**src/design/stt_pkg.sv**
```systemverilog
package stt_pkg;

  typedef enum logic [4:0] {
    MODE_IDLE   = 5'b00001,
    MODE_MINUS  = 5'b00010,
    MODE_NUMBER = 5'b00100,
    MODE_IDENT  = 5'b01000,
    MODE_STRING = 5'b10000
  } scan_mode_e;

  localparam logic [4:0] K_NONE    = 5'd0;
  localparam logic [4:0] K_KEYWORD = 5'd1;
  localparam logic [4:0] K_IDENT   = 5'd2;
  localparam logic [4:0] K_LBRACE  = 5'd3;
  localparam logic [4:0] K_RBRACE  = 5'd4;
  localparam logic [4:0] K_LPAREN  = 5'd5;
  localparam logic [4:0] K_RPAREN  = 5'd6;
  localparam logic [4:0] K_COLON   = 5'd7;
  localparam logic [4:0] K_SEMI    = 5'd8;
  localparam logic [4:0] K_ARROW   = 5'd9;
  localparam logic [4:0] K_STRING  = 5'd10;
  localparam logic [4:0] K_NUMBER  = 5'd11;
  localparam logic [4:0] K_PLUS    = 5'd12;
  localparam logic [4:0] K_MINUS   = 5'd13;
  localparam logic [4:0] K_STAR    = 5'd14;
  localparam logic [4:0] K_SLASH   = 5'd15;
  localparam logic [4:0] K_EQUALS  = 5'd16;

  localparam logic KW_FN     = 1'b0;
  localparam logic KW_RETURN = 1'b1;

  localparam logic [7:0] CH_GT    = 8'h3E;
  localparam logic [7:0] CH_UNDER = 8'h5F;
  localparam logic [7:0] CH_QUOTE = 8'h22;
  localparam logic [7:0] CH_DASH  = 8'h2D;

  // first characters packed with byte 0 lowest
  localparam logic [47:0] PREFIX_FN     = 48'h0000_0000_6E66;
  localparam logic [47:0] PREFIX_RETURN = 48'h6E72_7574_6572;

  typedef struct packed {
    logic [4:0]  kind;
    logic        kw;
    logic [15:0] row;
    logic [15:0] col;
    logic [15:0] len;
    logic        unterm;
    logic        last;
  } tok_t;

  function automatic logic is_digit(input logic [7:0] c);
    return (c >= 8'h30) && (c <= 8'h39);
  endfunction

  function automatic logic is_alpha(input logic [7:0] c);
    return ((c >= 8'h61) && (c <= 8'h7A)) || ((c >= 8'h41) && (c <= 8'h5A));
  endfunction

  function automatic logic is_word(input logic [7:0] c);
    return is_digit(c) || is_alpha(c) || (c == CH_UNDER);
  endfunction

  function automatic logic is_space(input logic [7:0] c);
    return (c == 8'h20) || ((c >= 8'h09) && (c <= 8'h0D));
  endfunction

  function automatic logic [4:0] single_kind(input logic [7:0] c);
    logic [4:0] k;
    unique case (c)
      8'h7B:   k = K_LBRACE;
      8'h7D:   k = K_RBRACE;
      8'h28:   k = K_LPAREN;
      8'h29:   k = K_RPAREN;
      8'h3A:   k = K_COLON;
      8'h3B:   k = K_SEMI;
      8'h2B:   k = K_PLUS;
      8'h2A:   k = K_STAR;
      8'h2F:   k = K_SLASH;
      8'h3D:   k = K_EQUALS;
      default: k = K_NONE;
    endcase
    return k;
  endfunction

  function automatic tok_t mk_tok(input logic [4:0] kind, input logic kw,
                                  input logic [15:0] row, input logic [15:0] col,
                                  input logic [15:0] len, input logic unterm);
    tok_t t;
    t.kind   = kind;
    t.kw     = kw;
    t.row    = row;
    t.col    = col;
    t.len    = len;
    t.unterm = unterm;
    t.last   = 1'b0;
    return t;
  endfunction

endpackage

```
**src/design/source_text_tokenizer.sv**
```systemverilog
// Token records are registered into the output queue when their item is accepted, and shown in order.
// Throughput: one item per cycle while in_stall_o is low; the tokenizer state updates in a
// single pass per item. The output queue holds four records and the input stalls once it
// has room for fewer than two, so an item that yields two records always has room for both.
// Reset (rst_ni low, asynchronous): idle mode, row and column zero, output queue empty.
module source_text_tokenizer
  import stt_pkg::*;
#(
  parameter int POSITION_BITS = 16
) (
  input  logic        clk_i,
  input  logic        rst_ni,
  input  logic        in_valid_i,
  output logic        in_stall_o,
  input  logic [7:0]  character_i,
  input  logic        has_character_i,
  input  logic        end_of_line_i,
  output logic        out_valid_o,
  input  logic        out_stall_i,
  output logic [4:0]  token_kind_o,
  output logic        keyword_id_o,
  output logic [15:0] token_row_o,
  output logic [15:0] token_column_o,
  output logic [15:0] token_length_o,
  output logic        unterminated_o,
  output logic        last_o
);

  localparam int PB = POSITION_BITS;
  localparam logic [PB-1:0] POS_MAX = {PB{1'b1}};

  scan_mode_e    mode_q, mode_d;
  logic [PB-1:0] start_q, start_d;
  logic [PB-1:0] run_q, run_d;
  logic [47:0]   prefix_q, prefix_d;
  logic [PB-1:0] col_q, col_d;
  logic [PB-1:0] row_q, row_d;

  tok_t          recs[2];
  logic [1:0]    n_d;
  logic          used;
  logic [4:0]    skind;

  tok_t          fifo_q[4];
  logic [1:0]    rd_q, wr_q;
  logic [2:0]    cnt_q;
  logic          in_acc, out_acc;

  function automatic logic [PB-1:0] sat_inc(input logic [PB-1:0] v);
    return (v == POS_MAX) ? v : v + PB'(1);
  endfunction

  // record for whatever token is pending in the given mode
  function automatic tok_t flush_tok(input scan_mode_e m, input logic [PB-1:0] st,
                                     input logic [PB-1:0] rl, input logic [47:0] pf,
                                     input logic [PB-1:0] rw);
    tok_t t;
    t = mk_tok(K_IDENT, KW_FN, 16'(rw), 16'(st), 16'(rl), 1'b0);
    unique case (m)
      MODE_MINUS: begin
        t.kind = K_MINUS;
        t.len  = 16'd1;
      end
      MODE_NUMBER: t.kind = K_NUMBER;
      MODE_IDENT: begin
        if ((rl == PB'(2)) && (pf == PREFIX_FN)) begin
          t.kind = K_KEYWORD;
        end else if ((rl == PB'(6)) && (pf == PREFIX_RETURN)) begin
          t.kind = K_KEYWORD;
          t.kw   = KW_RETURN;
        end
      end
      MODE_STRING: begin
        t.kind   = K_STRING;
        t.unterm = 1'b1;
      end
      default: t.kind = K_NONE;
    endcase
    return t;
  endfunction

  assign in_stall_o  = (cnt_q > 3'd2);
  assign in_acc      = in_valid_i && !in_stall_o;
  assign out_valid_o = (cnt_q != 3'd0);
  assign out_acc     = out_valid_o && !out_stall_i;

  always_comb begin
    mode_d   = mode_q;
    start_d  = start_q;
    run_d    = run_q;
    prefix_d = prefix_q;
    col_d    = col_q;
    row_d    = row_q;
    recs[0]  = '0;
    recs[1]  = '0;
    n_d      = 2'd0;
    used     = 1'b0;
    skind    = single_kind(character_i);

    if (has_character_i) begin
      unique case (mode_q)
        MODE_MINUS: begin
          if (character_i == CH_GT) begin
            recs[n_d[0]] = mk_tok(K_ARROW, KW_FN, 16'(row_q), 16'(start_q), 16'd2, 1'b0);
            used = 1'b1;
          end else begin
            recs[n_d[0]] = flush_tok(mode_q, start_q, run_q, prefix_q, row_q);
          end
          n_d    = n_d + 2'd1;
          mode_d = MODE_IDLE;
        end
        MODE_NUMBER: begin
          if (is_digit(character_i)) begin
            run_d = sat_inc(run_q);
            used  = 1'b1;
          end else begin
            recs[n_d[0]] = flush_tok(mode_q, start_q, run_q, prefix_q, row_q);
            n_d    = n_d + 2'd1;
            mode_d = MODE_IDLE;
          end
        end
        MODE_IDENT: begin
          if (is_word(character_i)) begin
            if (run_q < PB'(6)) begin
              prefix_d[{run_q[2:0], 3'b000} +: 8] = character_i;
            end
            run_d = sat_inc(run_q);
            used  = 1'b1;
          end else begin
            recs[n_d[0]] = flush_tok(mode_q, start_q, run_q, prefix_q, row_q);
            n_d    = n_d + 2'd1;
            mode_d = MODE_IDLE;
          end
        end
        MODE_STRING: begin
          if (character_i == CH_QUOTE) begin
            recs[n_d[0]] = mk_tok(K_STRING, KW_FN, 16'(row_q), 16'(start_q),
                                  16'(run_q), 1'b0);
            n_d    = n_d + 2'd1;
            mode_d = MODE_IDLE;
            used   = 1'b1;
          end else if (is_word(character_i)) begin
            run_d = sat_inc(run_q);
            used  = 1'b1;
          end else begin
            recs[n_d[0]] = flush_tok(mode_q, start_q, run_q, prefix_q, row_q);
            n_d    = n_d + 2'd1;
            mode_d = MODE_IDLE;
          end
        end
        default: mode_d = MODE_IDLE;
      endcase

      // byte not consumed by a pending token and not white space: emit a one-byte token or start a new one
      if (!used && !is_space(character_i)) begin
        if (skind != K_NONE) begin
          recs[n_d[0]] = mk_tok(skind, KW_FN, 16'(row_q), 16'(col_q), 16'd1, 1'b0);
          n_d = n_d + 2'd1;
        end else begin
          start_d  = col_q;
          run_d    = '0;
          prefix_d = '0;
          if (character_i == CH_DASH) begin
            mode_d = MODE_MINUS;
          end else if (is_digit(character_i)) begin
            mode_d = MODE_NUMBER;
            run_d  = PB'(1);
          end else if (is_alpha(character_i)) begin
            mode_d        = MODE_IDENT;
            prefix_d[7:0] = character_i;
            run_d         = PB'(1);
          end else if (character_i == CH_QUOTE) begin
            mode_d = MODE_STRING;
          end else begin
            recs[n_d[0]] = mk_tok(K_NONE, KW_FN, 16'(row_q), 16'(col_q), 16'd0, 1'b0);
            n_d = n_d + 2'd1;
          end
        end
      end
      col_d = sat_inc(col_q);
    end

    if (end_of_line_i) begin
      if (mode_d != MODE_IDLE) begin
        recs[n_d[0]] = flush_tok(mode_d, start_d, run_d, prefix_d, row_q);
        n_d = n_d + 2'd1;
      end
      mode_d = MODE_IDLE;
      col_d  = '0;
      row_d  = sat_inc(row_q);
    end

    if (n_d == 2'd1) begin
      recs[0].last = 1'b1;
    end else if (n_d == 2'd2) begin
      recs[1].last = 1'b1;
    end
  end

  always_ff @(posedge clk_i or negedge rst_ni) begin
    if (!rst_ni) begin
      mode_q   <= MODE_IDLE;
      start_q  <= '0;
      run_q    <= '0;
      prefix_q <= '0;
      col_q    <= '0;
      row_q    <= '0;
    end else if (in_acc) begin
      mode_q   <= mode_d;
      start_q  <= start_d;
      run_q    <= run_d;
      prefix_q <= prefix_d;
      col_q    <= col_d;
      row_q    <= row_d;
    end
  end

  always_ff @(posedge clk_i or negedge rst_ni) begin
    if (!rst_ni) begin
      rd_q  <= '0;
      wr_q  <= '0;
      cnt_q <= '0;
    end else begin
      if (in_acc) begin
        wr_q <= wr_q + n_d;
      end
      if (out_acc) begin
        rd_q <= rd_q + 2'd1;
      end
      cnt_q <= cnt_q + (in_acc ? {1'b0, n_d} : 3'd0) - {2'b00, out_acc};
    end
  end

  always_ff @(posedge clk_i) begin
    if (in_acc) begin
      if (n_d != 2'd0) begin
        fifo_q[wr_q] <= recs[0];
      end
      if (n_d == 2'd2) begin
        fifo_q[wr_q + 2'd1] <= recs[1];
      end
    end
  end

  assign token_kind_o   = fifo_q[rd_q].kind;
  assign keyword_id_o   = fifo_q[rd_q].kw;
  assign token_row_o    = fifo_q[rd_q].row;
  assign token_column_o = fifo_q[rd_q].col;
  assign token_length_o = fifo_q[rd_q].len;
  assign unterminated_o = fifo_q[rd_q].unterm;
  assign last_o         = fifo_q[rd_q].last;

endmodule

```
**config.mk**
```make
export PLATFORM = sky130hd
export DESIGN_NAME = source_text_tokenizer
export DESIGN_NICKNAME = d
export VERILOG_FILES = /design/src/design/stt_pkg.sv /design/src/design/source_text_tokenizer.sv
export SDC_FILE = /design/constraint.sdc
export NUM_CORES = 1
export LEC_CHECK = 0
export ABC_AREA = 1
export BUFFER_PORTS_ARGS = -buffer_cell sky130_fd_sc_hd__buf_2
export CAP_MARGIN = 30
export CORE_ASPECT_RATIO = 0.6
export CORE_MARGIN = 2
export CORE_UTILIZATION = 35
export DETAILED_ROUTE_END_ITERATION = 12
export PLACE_DENSITY_LB_ADDON = 0.05
export SLEW_MARGIN = 25
export SYNTH_ARGS = -nofsm -noshare
export SYNTH_HDL_FRONTEND = slang
export SYNTH_SLANG_ARGS = --single-unit
```
**constraint.sdc**
```tcl
create_clock -name clk_i -period 5.1 [get_ports clk_i]
set_input_delay 0.255 -clock clk_i [delete_from_list [all_inputs] [get_ports clk_i]]
set_output_delay 0.255 -clock clk_i [all_outputs]
set_load 0.01 [all_outputs]
```
==> run_results.csv <==
group,metric,value,unit
run_status,status,"finished, final reports clean",
detailed_routing,vias,20800,
power,switching_power,0.00495,W
floorplanning,ioPinCount,72,
critical_path,setup.worst_path.class,"flop to flop",
clock_tree,ctsRootBufferMaster,"clkbuf_16",
detailed_routing,ant_nets,0,
cells_and_area,final_common_cell,"nand2_1",
logic_synthesis,ys_types,65,
logic_synthesis,synth_top_flop_cell,"edfxtp_1",
floorplanning,die_area,0.0641,mm^2
logic_synthesis,yosysSeqAreaShare,0.453,
critical_path,r2r_slack,0.52,ns
logic_synthesis,synthCells,2876,
critical_path,cpMostUsedCell,"nand2_1",
global_route,grt_overflow_total,0,
sta,rsz0062_at_grt,"no",
critical_path,crit_path_max_fanout,7,
power,p_sw_frac,0.432,
logic_synthesis,synth_area,0.0217,mm^2
clock_tree,cts_buffer_depth,3,
critical_path,crit_end,"fifo_q[2][50]",
power,p_per_area,472,mW/mm^2
sta,hold_viol_final,0,
power,p_leak,9.92,nW
critical_path,reg2reg_from,"run_q[1]",
sta,period_share,0.898,
clock_tree,clk_pin_slew,0.07,ns
run,maxCapViolations,0,
cells_and_area,fin_nets,2934,
logic_synthesis,synth_seq_cells,348,
clock_tree,cts.sinks,348,
sta,worst-slew-pin-transition,0.969,ns
floorplanning,chipHeight,197,um
critical_path,slowest_delay,0.37,ns
critical_path,r2r-end,"fifo_q[2][50]",
global_route,grt_pass1_vias,19500,
critical_path,reg2regPathDepth,23,
critical_path,required,5.40,ns
critical_path,critPathLaunch,"run_q[1]",
cells_and_area,area_delta_synth_final,11.9,%
logic_synthesis,synth_top_area_frac,0.310,
sta,max_freq,0.218,GHz
sta,finalCriticalPeriod,4.58,ns
critical_path,cp_top_family,"simple AND/OR/NAND/NOR gates",
floorplanning,start_util,0.355,
detailed_routing,wire_per_inst,22.6,um
hold_path,hold_path_class,"input port to flop",
clock_tree,cts_tree,"yes",
logic_synthesis,syn-num-nets,2902,
sta,setup_viol,0,
placement,placed_area,0.0230,mm^2
power,max-vdd-ir-drop,0.000303,V
logic_synthesis,yosys.area.top_type,"edfxtp_1",
logic_synthesis,syn_area_per_cell,7.54,um^2
placement,hpwl,60500,um
clock_tree,numCtsBuffers,39,
critical_path,endpoint_kind,"flop",
floorplanning,core_area,0.0611,mm^2
cells_and_area,stdcell_area,0.0243,mm^2
global_route,track_usage,0.266,
power,power_frac_seq,0.330,
logic_synthesis,ys.warnings.count,0,
power,combPwrFrac,0.416,
placement,portBuffers,71,
sta,clock_skew,0.0194,ns
sta,finalSetupTns,0,ns
sta,slew_viol_final,0,
floorplanning,die_w,325,um
critical_path,slowest_stage,"nor2_1",
floorplanning,placementRows,70,
sta,slew_headroom,0.354,
critical_path,cp.buffers_inverters,4,
detailed_routing,vias_per_cell,5.51,
power,p_int,0.00651,W
detailed_routing,drt_iter0_markers,2271,
critical_path,cp.arrival,4.88,ns
global_route,grt_max_degree,80,
critical_path,cp-start-kind,"flop",
logic_synthesis,ys_top_cells_by_area,"edfxtp_1, dfrtp_1, nand2_1",
placement,gp_congestion,0.997,
global_route,antenna_found_initial,2,
critical_path,critical_path_depth,23,
detailed_routing,drcViolationCount,0,
logic_synthesis,synth_edf_count,224,
clock_tree,cts_setup_buffers,0,
clock_tree,h-tree-depth,2,
critical_path,cp_cell_sequence,"inv_1 -> ha_1 -> ha_1 -> inv_1 -> nand2_1 -> nor3_1 -> nand2_1 -> nor2_1 -> nand3_1 -> buf_4 -> nand4_1 -> nand2_1 -> nor2_1 -> nand2_1 -> nor2_1 -> nand2_1 -> nor2_1 -> nand3_1 -> nand2_1 -> o21ai_0 -> o21ai_1 -> buf_4 -> nor2_1",
global_route,grt_pass1_wl,129000,um
logic_synthesis,async_flop_share,0.356,
detailed_routing,first_pass_iters,5,
detailed_routing,wirelength,85000,um
clock_tree,insertion_delay,0.58,ns
power,clkPwrFrac,0.254,
cells_and_area,final_cell_mix,"nand2_1, nor2_1, o21ai_0",
cells_and_area,layout-drive-gt1-share,0.105,
==> worst min path at each step <==
stage / startpoint / to / slack, ns / cells after the start
3_5_place_dp: rst_ni / prefix_q[36] / 0.28 / 1
5_1_grt: out_stall_i / rd_q[1] / 0.06 / 4
6_report: out_stall_i / rd_q[1] / 0.06 / 4
3_3_place_gp: rst_ni / prefix_q[42] / 0.28 / 1
4_1_cts: out_stall_i / rd_q[1] / 0.03 / 4
2_1_floorplan: rst_ni / cnt_q[0] / -0.04 / 0
==> per-stage QoR <==
stage | setup WS, ns | hold slack, ns | total power, W | utilization | std cells
CTS | 0.700 | 0.0274 | 0.0115 | 0.397 | 3766
global placement | 0.462 | 0.284 | 0.00853 | 0.376 | 3692
detailed placement | 0.447 | 0.281 | 0.00853 | 0.376 | 3694
global route | 0.185 | 0.0566 | 0.0122 | 0.397 | 3766
finish | 0.520 | 0.0624 | 0.0115 | 0.397 | 3768
floorplan | 0.474 | -0.0406 | 0.00661 | - | 2876
==> worst register-to-register path: stages (launching register included) <==
cell and delay (ns):
dfrtp_1 0.35, inv_1 0.11, ha_1 0.22, ha_1 0.20
inv_1 0.15, nand2_1 0.32, nor3_1 0.29, nand2_1 0.11
nor2_1 0.22, nand3_1 0.31, buf_4 0.29, nand4_1 0.11
nand2_1 0.06, nor2_1 0.20, nand2_1 0.11, nor2_1 0.11
nand2_1 0.06, nor2_1 0.37, nand3_1 0.20, nand2_1 0.09
o21ai_0 0.06, o21ai_1 0.17, buf_4 0.18, nor2_1 0.04
==> what timing repair did <==
item | in CTS | in global routing
hold buffers | 1 | 0
gates resized for setup | 0 | 0
endpoints found under the hold margin | 52 | 0
==> synthesized netlist by cell type, types with 5 or more instances <==
cell type	instances
nor4_1	12
o21bai_1	12
o21ai_0	307
o31ai_1	15
dfrtp_1	123
buf_2	27
nor3_1	43
inv_2	20
a21oi_1	35
or2_2	5
inv_1	200
nor2_1	386
buf_1	10
nor2_2	5
nand4_1	61
ha_1	11
o21ai_1	85
xor2_1	19
nand2_1	789
o31a_1	8
o22ai_1	91
buf_6	18
clkbuf_1	103
mux2i_1	11
nand2_2	16
o41ai_1	12
nand3_1	140
o32ai_1	14
edfxtp_1	224
buf_4	11
==> layer usage <==
metal,GRT usage,vias up,share of wire,wire length [um]
li1,-,9839,-,-
met1,0.433,10000,0.52,44100
met2,0.346,837,0.37,31600
met3,0.0624,65,0.097,8220
met4,0.0515,0,0.014,1150
met5,0,-,0,0
==> power groups by stage <==
stage	combinational (W)	clock (W)	sequential (W)
2_1_floorplan	0.00291	0	0.00371
3_3_place_gp	0.00470	0	0.00383
3_5_place_dp	0.00470	0	0.00383
4_1_cts	0.00472	0.00299	0.00378
5_1_grt	0.00524	0.00310	0.00383
6_report	0.00477	0.00291	0.00378
==> state kept, by name, summed over array words and instances (netlist names), 3 cells and up <==
name,flops
row_q,16
cnt_q,3
prefix_q,48
start_q,16
col_q,16
fifo_q,224
mode_q,5
run_q,16
==> kinds of logic after synthesis <==
logic type	after synthesis	synth area share
AO/OA/AOI/OAI	613	0.162
XOR/XNOR	20	0.00807
adder cells (fa/ha/maj)	12	0.00727
buffers and inverters	391	0.0773
flip-flops	348	0.453
multiplexers	12	0.00559
AND/OR/NAND/NOR	1480	0.287
==> cell type report <==
cell class | instances | area (um^2)
fill | 6352 | 36900
multi-input combinational | 2137 | 10200
sequential | 348 | 9840
clock buffer | 58 | 1110
timing repair buffer | 160 | 1070
tap | 828 | 1040
inverter | 222 | 835
clock inverter | 13 | 156
antenna | 2 | 5.00
Note: power is estimated with default switching activity, not from simulation.
